==> src/rtl/core/sirp_pkg.sv <==
// ----------------------------------------------------------------------------
// sirp_pkg
// Shared types and constants of the server info reply parser.
// ----------------------------------------------------------------------------
package sirp_pkg;

  localparam int MAX_RES    = 5;
  localparam int FIFO_DEPTH = 8;
  localparam int PTR_W      = $clog2(FIFO_DEPTH);
  localparam int CNT_W      = $clog2(FIFO_DEPTH + 1);
  localparam int NUM_W      = $clog2(MAX_RES + 1);

  localparam logic [7:0] HDR_BYTE   = 8'hFF;
  localparam logic [7:0] TYPE_CHAL  = 8'h41;
  localparam logic [7:0] TYPE_INFO  = 8'h49;
  localparam logic [7:0] LEAD2_LO   = 8'hC2;
  localparam logic [7:0] LEAD2_HI   = 8'hDF;
  localparam logic [7:0] LEAD3_LO   = 8'hE0;
  localparam logic [7:0] LEAD3_HI   = 8'hEF;
  localparam logic [7:0] LEAD4_LO   = 8'hF0;
  localparam logic [7:0] LEAD4_HI   = 8'hF4;
  localparam logic [7:0] CONT_MASK  = 8'hC0;
  localparam logic [7:0] CONT_MARK  = 8'h80;
  localparam logic [7:0] ASCII_DEL  = 8'h7F;
  localparam logic [7:0] ASCII_SPC  = 8'h20;
  localparam logic [7:0] NUL_BYTE   = 8'h00;

  typedef enum logic [3:0] {
    PH_HEADER   = 4'd0,
    PH_TYPE     = 4'd1,
    PH_CHAL     = 4'd2,
    PH_SKIP1    = 4'd3,
    PH_STR      = 4'd4,
    PH_SKIP2    = 4'd5,
    PH_PLAY     = 4'd6,
    PH_INFO_END = 4'd7,
    PH_CHAL_END = 4'd8
  } phase_t;

  typedef enum logic [1:0] {
    KIND_TEXT = 2'd0,
    KIND_INFO = 2'd1,
    KIND_CHAL = 2'd2,
    KIND_BAD  = 2'd3
  } kind_t;

  typedef struct packed {
    kind_t       kind;
    logic [1:0]  string_index;
    logic [7:0]  text_byte;
    logic [31:0] challenge_value;
    logic [7:0]  players;
    logic [7:0]  max_players;
    logic [7:0]  bots;
    logic        verdict_flag;
  } result_t;

  typedef struct packed {
    logic [NUM_W-1:0]          n;
    result_t [MAX_RES-1:0]     items;
  } res_bundle_t;

  function automatic logic [2:0] lead_len(input logic [7:0] b);
    logic [2:0] len;
    len = 3'd0;
    case (b) inside
      [LEAD2_LO:LEAD2_HI]: len = 3'd2;
      [LEAD3_LO:LEAD3_HI]: len = 3'd3;
      [LEAD4_LO:LEAD4_HI]: len = 3'd4;
      default:             len = 3'd0;
    endcase
    return len;
  endfunction

endpackage

==> src/rtl/core/sirp_parse.sv <==
// ----------------------------------------------------------------------------
// sirp_parse
// Per-byte reply parser: header and type check, challenge, UTF-8 cleaning of
// the four strings and player counts. Gives up to five results per byte.
// ----------------------------------------------------------------------------
module sirp_parse
  import sirp_pkg::*;
(
  input  logic        clk,
  input  logic        rst,
  input  logic        take,
  input  logic [7:0]  data_byte,
  input  logic        last_byte,
  output res_bundle_t bundle
);

  phase_t      phase, phase_next;
  logic [1:0]  phase_count, phase_count_next;
  logic        bad_seen, bad_seen_next;
  logic [31:0] challenge_acc, challenge_acc_next;
  logic [7:0]  player_regs [3];
  logic [7:0]  player_regs_next [3];
  logic [7:0]  utf8_pending [3];
  logic [7:0]  utf8_pending_next [3];
  logic [1:0]  utf8_have, utf8_have_next;
  logic [2:0]  utf8_need, utf8_need_next;

  always_comb begin
    logic [7:0] text [4];
    logic [2:0] ntext;
    logic [2:0] need;
    result_t    verdict;
    result_t    tres;

    phase_next         = phase;
    phase_count_next   = phase_count;
    bad_seen_next      = bad_seen;
    challenge_acc_next = challenge_acc;
    player_regs_next   = player_regs;
    utf8_pending_next  = utf8_pending;
    utf8_have_next     = utf8_have;
    utf8_need_next     = utf8_need;
    ntext              = 3'd0;
    need               = 3'd0;
    for (int j = 0; j < 4; j++) begin
      text[j] = data_byte;
    end

    if (!bad_seen) begin
      unique case (phase)
        PH_HEADER: begin
          if (data_byte != HDR_BYTE) begin
            bad_seen_next = 1'b1;
          end else if (phase_count == 2'd3) begin
            phase_next       = PH_TYPE;
            phase_count_next = 2'd0;
          end else begin
            phase_count_next = phase_count + 2'd1;
          end
        end
        PH_TYPE: begin
          if (data_byte == TYPE_CHAL) begin
            phase_next         = PH_CHAL;
            phase_count_next   = 2'd0;
            challenge_acc_next = '0;
          end else if (data_byte == TYPE_INFO) begin
            phase_next = PH_SKIP1;
          end else begin
            bad_seen_next = 1'b1;
          end
        end
        PH_CHAL: begin
          challenge_acc_next = challenge_acc |
                               ({24'd0, data_byte} << {phase_count, 3'b000});
          if (phase_count == 2'd3) begin
            phase_next       = PH_CHAL_END;
            phase_count_next = 2'd0;
          end else begin
            phase_count_next = phase_count + 2'd1;
          end
        end
        PH_SKIP1: begin
          phase_next       = PH_STR;
          phase_count_next = 2'd0;
          utf8_have_next   = 2'd0;
          utf8_need_next   = 3'd0;
        end
        PH_STR: begin
          if (data_byte == NUL_BYTE) begin
            utf8_have_next   = 2'd0;
            utf8_need_next   = 3'd0;
            phase_count_next = phase_count + 2'd1;
            if (phase_count == 2'd3) begin
              phase_next = PH_SKIP2;
            end
          end else if (utf8_need != 3'd0 && utf8_have != 2'd0 &&
                       (data_byte & CONT_MASK) == CONT_MARK) begin
            if ({1'b0, utf8_have} + 3'd1 >= utf8_need) begin
              for (int j = 0; j < 3; j++) begin
                if (j < utf8_have) begin
                  text[j] = utf8_pending[j];
                end
              end
              ntext          = {1'b0, utf8_have} + 3'd1;
              utf8_have_next = 2'd0;
              utf8_need_next = 3'd0;
            end else begin
              for (int k = 0; k < 3; k++) begin
                if (k == utf8_have) begin
                  utf8_pending_next[k] = data_byte;
                end
              end
              utf8_have_next = utf8_have + 2'd1;
            end
          end else begin
            utf8_have_next = 2'd0;
            utf8_need_next = 3'd0;
            if (data_byte < CONT_MARK) begin
              if (data_byte >= ASCII_SPC && data_byte != ASCII_DEL) begin
                ntext = 3'd1;
              end
            end else begin
              need = lead_len(data_byte);
              if (need != 3'd0) begin
                utf8_pending_next[0] = data_byte;
                utf8_have_next       = 2'd1;
                utf8_need_next       = need;
              end
            end
          end
        end
        PH_SKIP2: begin
          if (phase_count == 2'd1) begin
            phase_next       = PH_PLAY;
            phase_count_next = 2'd0;
          end else begin
            phase_count_next = phase_count + 2'd1;
          end
        end
        PH_PLAY: begin
          for (int k = 0; k < 3; k++) begin
            if (k == phase_count) begin
              player_regs_next[k] = data_byte;
            end
          end
          if (phase_count == 2'd2) begin
            phase_next       = PH_INFO_END;
            phase_count_next = 2'd0;
          end else begin
            phase_count_next = phase_count + 2'd1;
          end
        end
        PH_INFO_END, PH_CHAL_END: begin
        end
        default: begin
          bad_seen_next = 1'b1;
        end
      endcase
    end

    verdict              = '0;
    verdict.verdict_flag = 1'b1;
    if (!bad_seen_next && phase_next == PH_INFO_END) begin
      verdict.kind        = KIND_INFO;
      verdict.players     = player_regs_next[0];
      verdict.max_players = player_regs_next[1];
      verdict.bots        = player_regs_next[2];
    end else if (!bad_seen_next && phase_next == PH_CHAL_END) begin
      verdict.kind            = KIND_CHAL;
      verdict.challenge_value = challenge_acc_next;
    end else begin
      verdict.kind = KIND_BAD;
    end

    bundle.n = NUM_W'(ntext) + NUM_W'(last_byte);
    for (int i = 0; i < MAX_RES; i++) begin
      tres              = '0;
      tres.kind         = KIND_TEXT;
      tres.string_index = phase_count;
      tres.text_byte    = (i < 4) ? text[i % 4] : data_byte;
      bundle.items[i]   = (i < ntext) ? tres : verdict;
    end

    if (last_byte) begin
      phase_next         = PH_HEADER;
      phase_count_next   = 2'd0;
      bad_seen_next      = 1'b0;
      challenge_acc_next = '0;
      for (int k = 0; k < 3; k++) begin
        player_regs_next[k] = '0;
      end
      utf8_have_next = 2'd0;
      utf8_need_next = 3'd0;
    end
  end

  always_ff @(posedge clk) begin
    if (rst) begin
      phase         <= PH_HEADER;
      phase_count   <= 2'd0;
      bad_seen      <= 1'b0;
      challenge_acc <= '0;
      for (int k = 0; k < 3; k++) begin
        player_regs[k] <= '0;
      end
      utf8_have <= 2'd0;
      utf8_need <= 3'd0;
    end else if (take) begin
      phase         <= phase_next;
      phase_count   <= phase_count_next;
      bad_seen      <= bad_seen_next;
      challenge_acc <= challenge_acc_next;
      player_regs   <= player_regs_next;
      utf8_have     <= utf8_have_next;
      utf8_need     <= utf8_need_next;
    end
  end

  always_ff @(posedge clk) begin
    if (take) begin
      utf8_pending <= utf8_pending_next;
    end
  end

endmodule

==> src/rtl/core/server_info_reply_parser_core.sv <==
// ----------------------------------------------------------------------------
// server_info_reply_parser_core
// Streaming parser for a game-server info reply, one datagram byte in per
// transaction, cleaned text bytes and a closing verdict out.
// ----------------------------------------------------------------------------
// One datagram byte is taken per cycle as long as the eight-entry result queue
// has room for five results, the most one byte can produce. Results leave the
// queue one per cycle while m_tready is high; the output side therefore sets
// the sustained rate, one byte per cycle when each byte gives at most one
// result. The last result of a datagram carries tlast and a verdict; text that
// precedes a bad verdict is to be discarded downstream.
module server_info_reply_parser_core
  import sirp_pkg::*;
(
  input  logic        clk,
  input  logic        rst,
  input  logic        s_tvalid,
  output logic        s_tready,
  input  logic [7:0]  s_tdata,   // data_byte
  input  logic        s_tlast,   // last_byte
  output logic        m_tvalid,
  input  logic        m_tready,
  output logic [71:0] m_tdata,   // string_index, text_byte, challenge_value,
                                 // players, max_players, bots, zero fill
  output logic [1:0]  m_tuser,   // kind
  output logic        m_tlast    // verdict_flag
);

  res_bundle_t      bundle;
  result_t          fifo_mem [FIFO_DEPTH];
  result_t          head;
  logic [PTR_W-1:0] wr_ptr, rd_ptr;
  logic [CNT_W-1:0] count, count_next;
  logic             take, pop;

  assign take = s_tvalid && s_tready;
  assign pop  = m_tvalid && m_tready;

  sirp_parse u_parse (
    .clk       (clk),
    .rst       (rst),
    .take      (take),
    .data_byte (s_tdata),
    .last_byte (s_tlast),
    .bundle    (bundle)
  );

  assign s_tready = (count <= CNT_W'(FIFO_DEPTH - MAX_RES));
  assign m_tvalid = (count != '0);
  assign head     = fifo_mem[rd_ptr];
  assign m_tuser  = head.kind;
  assign m_tlast  = head.verdict_flag;
  assign m_tdata  = {6'd0, head.bots, head.max_players, head.players,
                     head.challenge_value, head.text_byte, head.string_index};

  always_comb begin
    count_next = count;
    if (take) begin
      count_next = count_next + CNT_W'(bundle.n);
    end
    if (pop) begin
      count_next = count_next - CNT_W'(1);
    end
  end

  always_ff @(posedge clk) begin
    if (rst) begin
      wr_ptr <= '0;
      rd_ptr <= '0;
      count  <= '0;
    end else begin
      count <= count_next;
      if (take) begin
        wr_ptr <= wr_ptr + PTR_W'(bundle.n);
      end
      if (pop) begin
        rd_ptr <= rd_ptr + PTR_W'(1);
      end
    end
  end

  always_ff @(posedge clk) begin
    if (take) begin
      for (int i = 0; i < MAX_RES; i++) begin
        if (i < bundle.n) begin
          fifo_mem[wr_ptr + PTR_W'(i)] <= bundle.items[i];
        end
      end
    end
  end

`ifndef SYNTHESIS
  a_count_bound: assert property (@(posedge clk) disable iff (rst)
    count <= CNT_W'(FIFO_DEPTH))
    else $error("result queue count exceeds its depth");

  a_room_on_ready: assert property (@(posedge clk) disable iff (rst)
    take |=> count <= CNT_W'(FIFO_DEPTH))
    else $error("accepted byte overflowed the result queue");

  a_last_gives_verdict: assert property (@(posedge clk) disable iff (rst)
    (take && s_tlast) |=> (count != '0))
    else $error("final byte left no verdict in the queue");

  a_verdict_kind: assert property (@(posedge clk) disable iff (rst)
    (m_tvalid && m_tlast) |-> (m_tuser != KIND_TEXT))
    else $error("verdict result carries the text kind");

  a_text_kind: assert property (@(posedge clk) disable iff (rst)
    (m_tvalid && !m_tlast) |-> (m_tuser == KIND_TEXT))
    else $error("text result carries a verdict kind");
`endif

endmodule
==> config.mk <==
export PLATFORM = sky130hd
export DESIGN_NAME = server_info_reply_parser_core
export DESIGN_NICKNAME = d
export VERILOG_FILES = /design/src/rtl/core/sirp_pkg.sv /design/src/rtl/core/sirp_parse.sv /design/src/rtl/core/server_info_reply_parser_core.sv
export SDC_FILE = /design/constraint.sdc
export NUM_CORES = 1
export LEC_CHECK = 0
export BUFFER_PORTS_ARGS = -buffer_cell sky130_fd_sc_hd__buf_4
export CORE_MARGIN = 2
export CORE_UTILIZATION = 45
export CTS_CLUSTER_SIZE = 30
export DETAILED_ROUTE_END_ITERATION = 16
export PLACE_DENSITY_LB_ADDON = 0.15
export SLEW_MARGIN = 40
export SYNTH_ARGS = -nofsm -noshare
export SYNTH_HDL_FRONTEND = slang
export SYNTH_SLANG_ARGS = --single-unit
==> constraint.sdc <==
create_clock -name clk -period 7.96 [get_ports clk]
set_clock_uncertainty 0.2 [all_clocks]
set_input_delay 1.194 -clock clk [delete_from_list [all_inputs] [get_ports clk]]
set_output_delay 1.194 -clock clk [all_outputs]
set_load 0.05 [all_outputs]
* After elaboration in Yosys (flattened, before gate mapping)
Memory sizes are Yosys's and may differ from the RTL's. A register that Yosys moved wholly into a read port is not among the register bits. Index checks and enable logic that the tools add are counted.
Word-level totals: register bits 102, bits in latches 0, bits in writable memories 552, ROM bits 0, input bits 13, output and inout bits 77, word-level logic and storage cells 227, memories kept 1
Memory list:
- fifo_mem | depth 8, bits a word 69, read ports 1, clocked after memory_dff 1, write ports 5, line server_info_reply_parser_core.sv:30 | result_t fifo_mem [FIFO_DEPTH];
Cells by class: add/sub/neg operators 12, multipliers 0, div/mod/pow operators 0, magnitude comparators 23, eq/ne operators 30, shift operators 1, mux-type cells 112, bitwise operators 4, reduce and logical (&&, ||, !) cells 29
Operators with widths (count):
- 2-to-1 mux 69 bit | 5
- 2-to-1 mux 24 bit | 10
- 2-to-1 mux 32 bit | 5
- 2-to-1 mux 8 bit | 12
- 2-to-1 mux 3 bit | 23
- case mux 32 bit (2 select lines) | 1
- 2-to-1 mux 4 bit | 13
- bitwise OR 32 bit | 1
- << shifter 8 x 5 -> 32 bit | 1
- 2-to-1 mux 2 bit | 15
- case mux 4 bit (7 select lines) | 1
- >= comparator 8 bit (second input constant) | 3
- less-or-equal comparator 8 bit (second input constant) | 3
- 2-to-1 mux 1 bit | 23
- == test 4 x 3 -> 1 bit (second input constant) | 5
- == test 8 x 7 -> 1 bit (second input constant) | 2
- case mux 2 bit (7 select lines) | 1
- AND reduction 7 bit | 2
- less-than comparator 1 x 3 -> 1 bit (first input constant) | 4
- less-than comparator 2 x 3 -> 1 bit (first input constant) | 4
- logical AND 1 bit | 10
- nonzero test 3 bit | 3
- == test 4 x 2 -> 1 bit (second input constant) | 2
- == test 4 bit (second input constant) | 2
- 44 further kinds | 60

* Longest topological paths before layout
Gate-level depths: netlist of the first run.
depth after elaboration 18, gate-level depth with buffers 19, depth with buffers taken out 16

* Modules after synthesis
A second synthesis of the first run with hierarchy kept.
Second synthesis, totals: cells, all modules 5234, area, all modules 49134.6 um2
Modules (own cells, without submodules):
- server_info_reply_parser_core | times used 1, cells each 4336, area each 42171.7 um2, sequential area each 16836.1 um2
- sirp_parse | times used 1, cells each 898, area each 6962.9 um2, sequential area each 2082.0 um2

* Worst setup path before layout of the first run
No wires, ideal clock.
path kind in2reg, from in s_tdata[0], to mem fifo_mem[6][0] (netlist name) (enable), setup time 430 ps, arrival 5637 ps, required time 7330 ps, setup slack 1693 ps, stages on the path 16, buffers on the path 5, path through clkbuf_1 -> nor4_4 -> a211o_1 -> buf_6 -> nor3_2 -> buf_2 -> and2_1 -> ha_1 -> nand2b_1 -> nor4_2 -> or2_1 -> buf_4 -> o31ai_4 -> buf_6 -> o21ai_2 -> or3_1
RTL lines:
- start, declared | line server_info_reply_parser_core.sv:19 | input logic [7:0] s_tdata,
- end, declared | line server_info_reply_parser_core.sv:30

==> results of run 1 <==
==> registers in the layout, summed over array words and instances (netlist names), named ones only <==
| name | flops |
|---|---|
| fifo_mem | 552 |
| u_parse.challenge_acc | 32 |
| u_parse.player_regs | 24 |
| u_parse.utf8_pending | 24 |
| count | 4 |
| u_parse.phase | 4 |
| rd_ptr | 3 |
| u_parse.utf8_need | 3 |
| wr_ptr | 3 |
| u_parse.phase_count | 2 |
| u_parse.utf8_have | 2 |
| u_parse.bad_seen | 1 |
==> cells by family after synthesis <==
family / count (synthesis) / synth area share [%]
simple gates: 817 / 11.3
flops: 657 / 59.5
compound gates: 416 / 9.21
mux: 327 / 16.0
buf+inv: 199 / 2.67
fa+ha+maj: 22 / 0.913
xor+xnor: 13 / 0.417
other cells: 1 / 0.0118
==> final timing paths <==
path	cells past startpoint	to	slack, ns
setup / recovery	17	fifo_mem[2][22]$_DFFE_PP_	1.75
hold / removal	2	u_parse.challenge_acc[31]$_SDFFE_PP0P_	0.30
setup reg to reg	17	fifo_mem[2][22]$_DFFE_PP_	1.75
hold reg to reg	2	u_parse.challenge_acc[31]$_SDFFE_PP0P_	0.30
==> layout by cell type, fill, tap and decap left out, types with 13 or more instances in the layout <==
cell / count
inv_1: 14
a21oi_1: 102
o21ai_0: 19
edfxtp_1: 576
dfxtp_1: 78
o32ai_1: 14
a22oi_1: 91
and3_1: 26
and2_1: 20
clkinv_1: 19
clkbuf_1: 13
mux4_2: 138
nor3_1: 14
o21ai_2: 15
o22ai_1: 42
nor2_1: 556
a211oi_1: 27
mux2_2: 69
nand2_1: 77
buf_2: 14
nand4_1: 13
clkbuf_16: 74
mux2i_1: 108
nand3_1: 28
buf_4: 114
ha_1: 20
nor2b_1: 13
==> metal layers <==
| metal | track usage, % | up-vias |
|---|---|---|
| met5 | 0 | - |
| met4 | 8.87 | 0 |
| met3 | 3.31 | 197 |
| met2 | 39.5 | 860 |
| met1 | 34.8 | 10700 |
| li1 | - | 9399 |
==> worst min-delay path: stages, from the launching register on <==
cell     delay [ns]
dfxtp_1        0.33
a22oi_1        0.06
nor2_1         0.07
==> layout make-up <==
cell class | count | area (um^2)
fillers | 5918 | 34000
flip-flops and latches | 657 | 18900
multi-input cells | 1601 | 12300
clock buffers | 89 | 1930
repair buffers | 147 | 1230
well taps | 940 | 1180
clock inverters | 45 | 448
inverters | 17 | 63.8
==> stage by stage <==
stage                     hold slack (ns)  cell area, um^2  std cells  utilization, %  setup WS (ns)
after floorplan                     0.265            31800       2457               -           1.69
after global placement              0.279            33200       3334            47.5           1.59
after detailed placement            0.284            33600       3353            47.9           1.44
after CTS                           0.301            36000       3487            51.3           1.88
after global routing                0.322            36000       3496            51.5           1.37
final                               0.299            36000       3496            51.5           1.75
==> power by group through the flow <==
| stage | sequential (mW) | combinational (mW) | clock, mW |
|---|---|---|---|
| floorplan | 3.90 | 1.38 | 0 |
| global placement | 3.98 | 1.82 | 0 |
| detailed placement | 3.97 | 1.85 | 0 |
| CTS | 3.90 | 1.85 | 3.40 |
| global route | 3.88 | 1.96 | 3.53 |
| finish | 3.87 | 1.86 | 3.34 |
==> results.json, run 1 <==
{
  "synth_area_per_cell_um2": 13.0,
  "wl_um": 90600,
  "worst_pin_slew_ns": 0.861,
  "fin_nets": 2532,
  "p_per_area_nw_per_um2": 252,
  "synth.area.top_cells": "edfxtp_1, mux4_2, nor2_1",
  "holdCritPathClass": "flip-flop to flip-flop",
  "worstSetupStartpoint": "u_parse.utf8_have[0]$_SDFFE_PP0P_",
  "numCtsBuffers": 73,
  "synth_ff_type": "edfxtp_1",
  "leakage_nw": 11.4,
  "pwr-share-comb_pct": 20.5,
  "timing.rr.start": "u_parse.utf8_have[0]$_SDFFE_PP0P_",
  "cts_tree": "built",
  "drtPass1Iterations": 5,
  "ctsHoldBuffers": 0,
  "yosysWarnings": 0,
  "clkLatencyLatePin_ns": 0.64,
  "path_buf_inv": 3,
  "dieArea_um2": 72800,
  "drive_gt1_share_pct": 22.3,
  "postSynthCellCount": 2452,
  "ir_drop_uv": 175,
  "fp-row-count": 97,
  "slew_violations": 0,
  "cp_cell_sequence": "inv_1 > ha_1 > ha_1 > nand2_1 > o21a_1 > o31ai_2 > nand2_1 > nor2_1 > ha_1 > nand2_1 > a31oi_1 > or2_1 > o31ai_4 > buf_6 > o21bai_4 > or3_4 > buf_4",
  "antenna_found_initial": 1,
  "cts-root-buf": "clkbuf_16",
  "grt_pass1_vias": 20800,
  "antenna_cells": 0,
  "crit_fanout": 38,
  "end_kind": "flip-flop",
  "ant_nets": 0,
  "grt_overflow": 0,
  "ctsResizeCount": 0,
  "clk_pin_slew_ns": 0.06,
  "setup-tns-final_ns": 0,
  "clockPowerShare_pct": 36.8,
  "maxCapViolations": 0,
  "critical_path_class": "flip-flop to flip-flop",
  "met2WireLength_um": 43000,
  "portBuffers": 83,
  "vias": 21200,
  "ys_seq_area_share_pct": 59.5,
  "hold_viol_final": 0,
  "hpwl_um": 59400,
  "grt_max_degree": 106,
  "yosysTopAreaCellShare_pct": 54.4,
  "async_flop_share_pct": 0,
  "die_x_um": 270,
  "ys_ff_latch": 657,
  "synth_area_um2": 31800,
  "netlist_top_cells_count": "edfxtp_1, nor2_1, mux4_2",
  "synth_cell_type_count": 84,
  "cts.path.max_buffers": 3,
  "io_pins": 90,
  "synth_top_cell_by_area": "edfxtp_1",
  "wirelength_met1_um": 39100,
  "met3_length_um": 5420,
  "clock-sinks": 657,
  "cts_htree_levels": 3,
  "cp_top_family": "simple AND/OR/NAND/NOR gates",
  "critPathRequiredTime_ns": 8.05,
  "crit_path_start_kind": "flip-flop",
  "remaining_drc_errors": 0,
  "initial_core_util_pct": 45.4,
  "pwr-share-seq_pct": 42.7,
  "timing.fmax_ghz": 0.161,
  "top_layer": "met4",
  "max-slew-margin-rel_pct": 42.2,
  "rsz0062_at_grt": "no",
  "switching_power_mw": 2.63,
  "core_um2": 70000,
  "arrival_ns": 6.30,
  "drt_iter0_drc": 2185,
  "crit_slowest_cell": "or3_4",
  "post_drt_wl_per_cell_um": 25.9,
  "dieHeight_um": 270,
  "swShare_pct": 29.0,
  "timing.final.crit_period_ns": 6.21,
  "via_per_inst": 6.05,
  "grt_usage_pct": 24.7,
  "status": "finished clean",
  "setup_viol_count_final": 0,
  "syn2layout_area_growth_pct": 13.4,
  "p_total_mw": 9.07,
  "cts_setup_buffers": 0,
  "place_congestion": 0.972,
  "slowest_delay_ns": 0.72,
  "synth_edf_count": 576,
  "synth.most_common_cell": "edfxtp_1",
  "intPower_mw": 6.44,
  "min_from": "u_parse.challenge_acc[31]$_SDFFE_PP0P_",
  "fin_crit_sh_pct": 78.0,
  "grt_pass1_wl_um": 135000
}
Power figures use the tool's default switching activity.
==> run 2, diff against run 1 <==
- clock period: 7.96 -> 5.6 ns (I/O delays scaled with it)
==> run 2 against run 1 <==
  * Utilization is 0.59 points higher
  * Total power is 43% higher
  * Combinational power is 44% higher
  * Sequential power is 42% higher
  * First-iteration DRC count is 1.2% lower
  * Flip-flop and latch count stayed put
  * Critical path depth is 2 lower
  * Setup slack worse by 1.3 ns
  * Worst hold slack better by 0.0038 ns
==> results.json, run 2 (synthesized netlist as in run 1, its figures left out) <==
{
  "largest-register": "fifo_mem",
  "timing.fmax_ghz": 0.196,
  "antenna_cells": 0,
  "cts_tree": "built",
  "fin_crit_sh_pct": 91.1,
  "grt_busiest_layer": "met2",
  "die_x_um": 270,
  "crit_fanout": 69,
  "fin_util_pct": 52.1,
  "worst_pin_slew_ns": 0.908,
  "p_per_area_nw_per_um2": 356,
  "slowest_delay_ns": 0.59,
  "setup-tns-final_ns": 0,
  "hold_viol_final": 0,
  "wl_um": 91600,
  "fp-row-count": 97,
  "core_um2": 70000,
  "clkLatencyLatePin_ns": 0.61,
  "post_drt_wl_per_cell_um": 25.9,
  "critical_path_class": "flip-flop to flip-flop",
  "cp_cell_sequence": "inv_1 > ha_1 > ha_1 > nand2_1 > o21a_1 > nor3_2 > and2_1 > ha_1 > nand2_1 > a31oi_1 > nor2_2 > buf_4 > a21oi_4 > or3_4 > buf_12",
  "arrival_ns": 5.14,
  "grt_max_degree": 108,
  "syn2layout_area_growth_pct": 14.7,
  "ant_nets": 0,
  "use_met2_pct": 41.8,
  "critPathRequiredTime_ns": 5.64,
  "leakage_nw": 11.6,
  "crit_path_start_kind": "flip-flop",
  "timing.final.crit_period_ns": 5.10,
  "cts_setup_buffers": 0,
  "max-slew-margin-rel_pct": 39.0,
  "grt_usage_pct": 25.2,
  "clk_pin_slew_ns": 0.06,
  "whs_ns": 0.303,
  "p_total_mw": 13.0,
  "vias": 21100,
  "instances_no_fill": 3540,
  "grt_util_met1_pct": 34.2,
  "slew_violations": 0,
  "ctsResizeCount": 0,
  "remaining_drc_errors": 0,
  "dp_cells": 3400,
  "top_regs": "fifo_mem: 552 flops, u_parse.challenge_acc: 32 flops",
  "portBuffers": 83,
  "end_kind": "flip-flop",
  "cp_common_cell": "ha_1",
  "ctsHoldBuffers": 0,
  "antenna_found_initial": 1,
  "status": "finished clean",
  "met3_usage_pct": 4.30,
  "initial_core_util_pct": 45.4,
  "largest_reg_flops": 552,
  "cts.path.max_buffers": 3,
  "maxCapViolations": 0,
  "grt_overflow": 0,
  "mostFrequentLayoutCells": "edfxtp_1, nor2_1, buf_4",
  "place_congestion": 1.00,
  "cts-root-buf": "clkbuf_16",
  "ir_drop_uv": 241,
  "via_per_inst": 5.97,
  "grt_pass1_wl_um": 137000,
  "layout_commonest_cell": "edfxtp_1",
  "grt_pass1_vias": 21200,
  "numCtsBuffers": 73,
  "fin_nets": 2577,
  "dieArea_um2": 72800,
  "crit_slowest_cell": "nor3_2",
  "drive_gt1_share_pct": 23.1,
  "io_pins": 90,
  "holdCritPathClass": "input pin to flip-flop",
  "rsz0062_at_grt": "no",
  "dieHeight_um": 270,
  "drtPass1Iterations": 6,
  "drt_iter0_drc": 2158,
  "setup_viol_count_final": 0,
  "hpwl_um": 59300,
  "cts_htree_levels": 3,
  "clock-sinks": 657
}
-- run 2: layout make-up --
class                   count  area [um^2]
inverters                  17         63.8
clock inverters            39          410
flip-flops and latches    657        18900
repair buffers            192         1670
multi-input cells        1601        12200
fillers                  6030        33600
well taps                 940         1180
clock buffers              94         1990
-- run 2: critical path: cells and delay by family (launching register included) --
kind / cells / cell delay [ns]
AND/OR/NAND/NOR: 6 / 1.27
AO/OA/AOI/OAI: 3 / 0.91
buffers and inverters: 3 / 0.83
flip-flops: 1 / 0.46
adder cells (fa/ha/maj): 3 / 0.96
-- run 2: metal layers --
layer  vias up  part of all wire [%]
met5         -                 0.014
met4         2                   2.4
met3       140                   6.8
met2       759                    49
met1     10800                    42
li1       9472                     -
-- run 2: path summary, 6_finish.rpt --
check                                                            start  slack (ns)                                     end  cells after the start
worst max-delay path                 u_parse.utf8_have[0]$_SDFFE_PP0P_        0.50               fifo_mem[2][52]$_DFFE_PP_                     15
worst max register to register       u_parse.utf8_have[0]$_SDFFE_PP0P_        0.50               fifo_mem[2][52]$_DFFE_PP_                     15
worst min-delay path                                        s_tdata[7]        0.30       u_parse.utf8_pending[7]$_DFFE_PP_                      1
worst min register to register  u_parse.challenge_acc[30]$_SDFFE_PP0P_        0.30  u_parse.challenge_acc[30]$_SDFFE_PP0P_                      2
-- run 2: through the flow --
stage	setup WS (ns)	cell area [um^2]
floorplan	0.258	31800
global placement	0.567	33800
detailed placement	0.565	34000
CTS	0.559	36400
global route	0.227	36500
finish	0.497	36500
-- run 2: power by group --
part	leakage (nW)	switching (mW)	internal, mW	total (mW)
Sequential	6.11	0.109	5.40	5.51
Clock	1.16	1.96	2.85	4.81
Combinational	4.37	1.63	1.04	2.67
==> run 3, diff against run 2 <==
- CORE_UTILIZATION: 45 -> 29
==> run 3 against run 2 <==
  * Critical path depth increased by 2
  * Highest routed layer is now met4
  * Design area increased by 2.3%
  * Sequential share of layout area down 1.2 points
==> results.json, run 3 (synthesized netlist as in run 1, its figures left out) <==
{
  "grt_usage_pct": 17.4,
  "dieArea_um2": 112000,
  "grt_pass1_wl_um": 145000,
  "largest-register": "fifo_mem",
  "timing.final.crit_period_ns": 4.90,
  "drt_iter0_drc": 1756,
  "wirelength_met1_um": 43800,
  "slowest_delay_ns": 0.66,
  "maxCapViolations": 0,
  "pwr-share-seq_pct": 42.0,
  "grt_pass1_vias": 21300,
  "met3_length_um": 4250,
  "rsz0062_at_grt": "no",
  "initial_core_util_pct": 29.2,
  "timing.fmax_ghz": 0.204,
  "status": "finished clean",
  "wl_um": 98200,
  "pwr-share-comb_pct": 20.7,
  "cp_common_cell": "ha_1",
  "ir_drop_uv": 190,
  "critPathRequiredTime_ns": 5.78,
  "clockPowerShare_pct": 37.3,
  "grt_max_degree": 201,
  "ctsResizeCount": 0,
  "clock-sinks": 657,
  "cts.path.max_buffers": 3,
  "swShare_pct": 29.1,
  "max-slew-margin-rel_pct": 40.7,
  "arrival_ns": 5.07,
  "io_pins": 90,
  "hpwl_um": 65700,
  "end_kind": "flip-flop",
  "clkLatencyLatePin_ns": 0.65,
  "antenna_found_initial": 0,
  "fp-row-count": 121,
  "hold_viol_final": 0,
  "mostFrequentLayoutCells": "edfxtp_1, nor2_1, buf_4",
  "path_buf_inv": 3,
  "worst_pin_slew_ns": 0.883,
  "p_total_mw": 13.1,
  "intPower_mw": 9.30,
  "fin_nets": 2601,
  "drive_gt1_share_pct": 24.0,
  "crit_fanout": 21,
  "via_per_inst": 5.22,
  "top_regs": "fifo_mem: 552 flops, u_parse.challenge_acc: 32 flops",
  "cts_htree_levels": 3,
  "leakage_nw": 11.8,
  "remaining_drc_errors": 0,
  "setup_viol_count_final": 0,
  "cp_cell_sequence": "inv_1 > ha_1 > ha_1 > nand2_1 > o21a_1 > o31ai_2 > nand2_1 > nor2_1 > ha_1 > nand2b_1 > nor4_2 > or2_1 > o31ai_4 > buf_4 > o21ai_2 > or4_4 > buf_12",
  "switching_power_mw": 3.82,
  "fin_crit_sh_pct": 87.5,
  "die_x_um": 335,
  "slew_violations": 0,
  "antenna_cells": 0,
  "grt_overflow": 0,
  "cp_top_family": "simple AND/OR/NAND/NOR gates",
  "post_drt_wl_per_cell_um": 24.3,
  "met2WireLength_um": 47200,
  "top_layer": "met4",
  "setup-tns-final_ns": 0,
  "clk_pin_slew_ns": 0.06,
  "critical_path_class": "flip-flop to flip-flop",
  "numCtsBuffers": 78,
  "drtPass1Iterations": 6,
  "cts_setup_buffers": 0,
  "cts-root-buf": "clkbuf_16",
  "cts_tree": "built",
  "crit_path_start_kind": "flip-flop",
  "dieHeight_um": 335,
  "largest_reg_flops": 552,
  "ant_nets": 0,
  "syn2layout_area_growth_pct": 17.4,
  "layout_commonest_cell": "edfxtp_1",
  "holdCritPathClass": "flip-flop to flip-flop",
  "crit_slowest_cell": "or4_4",
  "core_um2": 109000,
  "ctsHoldBuffers": 0,
  "portBuffers": 83,
  "place_congestion": 0.891,
  "vias": 21100,
  "p_per_area_nw_per_um2": 352
}
==> run 3: changes by cell type in the layout (fill, tap and decap cells not counted), moves of 3 or more <==
cell | previous run | this run
buf_12 | 20 | 23
buf_2 | 7 | 12
buf_4 | 164 | 168
bufinv_16 | 7 | 2
clkbuf_16 | 76 | 82
clkbuf_2 | 0 | 3
clkbuf_8 | 2 | 6
clkinv_1 | 19 | 15
clkinv_2 | 8 | 16
==> run 3: cell type report <==
class,count,area (um^2)
Clock inverter,35,272
Tap cell,1414,1770
Inverter,17,63.8
Fill cell,10600,71500
Multi-Input combinational cell,1601,12200
Sequential cell,657,18900
Timing Repair Buffer,211,1870
Clock buffer,104,2190
==> run 3: final timing paths <==
| kind | startpoint | cells after the start | endpoint | slack, ns |
|---|---|---|---|---|
| hold reg to reg | u_parse.challenge_acc[27]$_SDFFE_PP0P_ | 2 | u_parse.challenge_acc[27]$_SDFFE_PP0P_ | 0.30 |
| hold / removal | u_parse.challenge_acc[27]$_SDFFE_PP0P_ | 2 | u_parse.challenge_acc[27]$_SDFFE_PP0P_ | 0.30 |
| setup / recovery | u_parse.utf8_have[0]$_SDFFE_PP0P_ | 17 | fifo_mem[3][42]$_DFFE_PP_ | 0.70 |
| setup reg to reg | u_parse.utf8_have[0]$_SDFFE_PP0P_ | 17 | fifo_mem[3][42]$_DFFE_PP_ | 0.70 |
==> run 3: tightest hold or removal path: cells and delay by family, from the launching register on <==
kind               cells  cell delay [ns]
and+or+nand+nor        1             0.08
DFF                    1             0.33
AOI/OAI and AO/OA      1             0.07
==> run 3: power groups by stage <==
stage,clock (mW),combinational [mW],sequential (mW)
2_1_floorplan,0,1.97,5.53
3_3_place_gp,0,2.74,5.63
3_5_place_dp,0,2.78,5.61
4_1_cts,5.03,2.78,5.51
5_1_grt,5.21,2.87,5.52
6_report,4.89,2.72,5.51
==> run 3: metrics by stage <==
step / utilization (%) / worst slack [ns] / cell area [um^2] / instances / hold slack, ns
2_1_floorplan: - / 0.258 / 31800 / 2457 / 0.265
3_3_place_gp: 31.7 / 0.732 / 34500 / 3875 / 0.282
3_5_place_dp: 31.9 / 0.693 / 34800 / 3888 / 0.286
4_1_cts: 34.2 / 0.710 / 37200 / 4027 / 0.258
5_1_grt: 34.3 / 0.490 / 37300 / 4039 / 0.274
6_report: 34.3 / 0.702 / 37300 / 4039 / 0.303
==> run 3: routing by layer <==
layer | vias to the layer above | track usage, %
met3 | 158 | 2.49
li1 | 9510 | -
met4 | 0 | 5.76
met1 | 10800 | 23.7
met2 | 572 | 28.4
met5 | - | 0
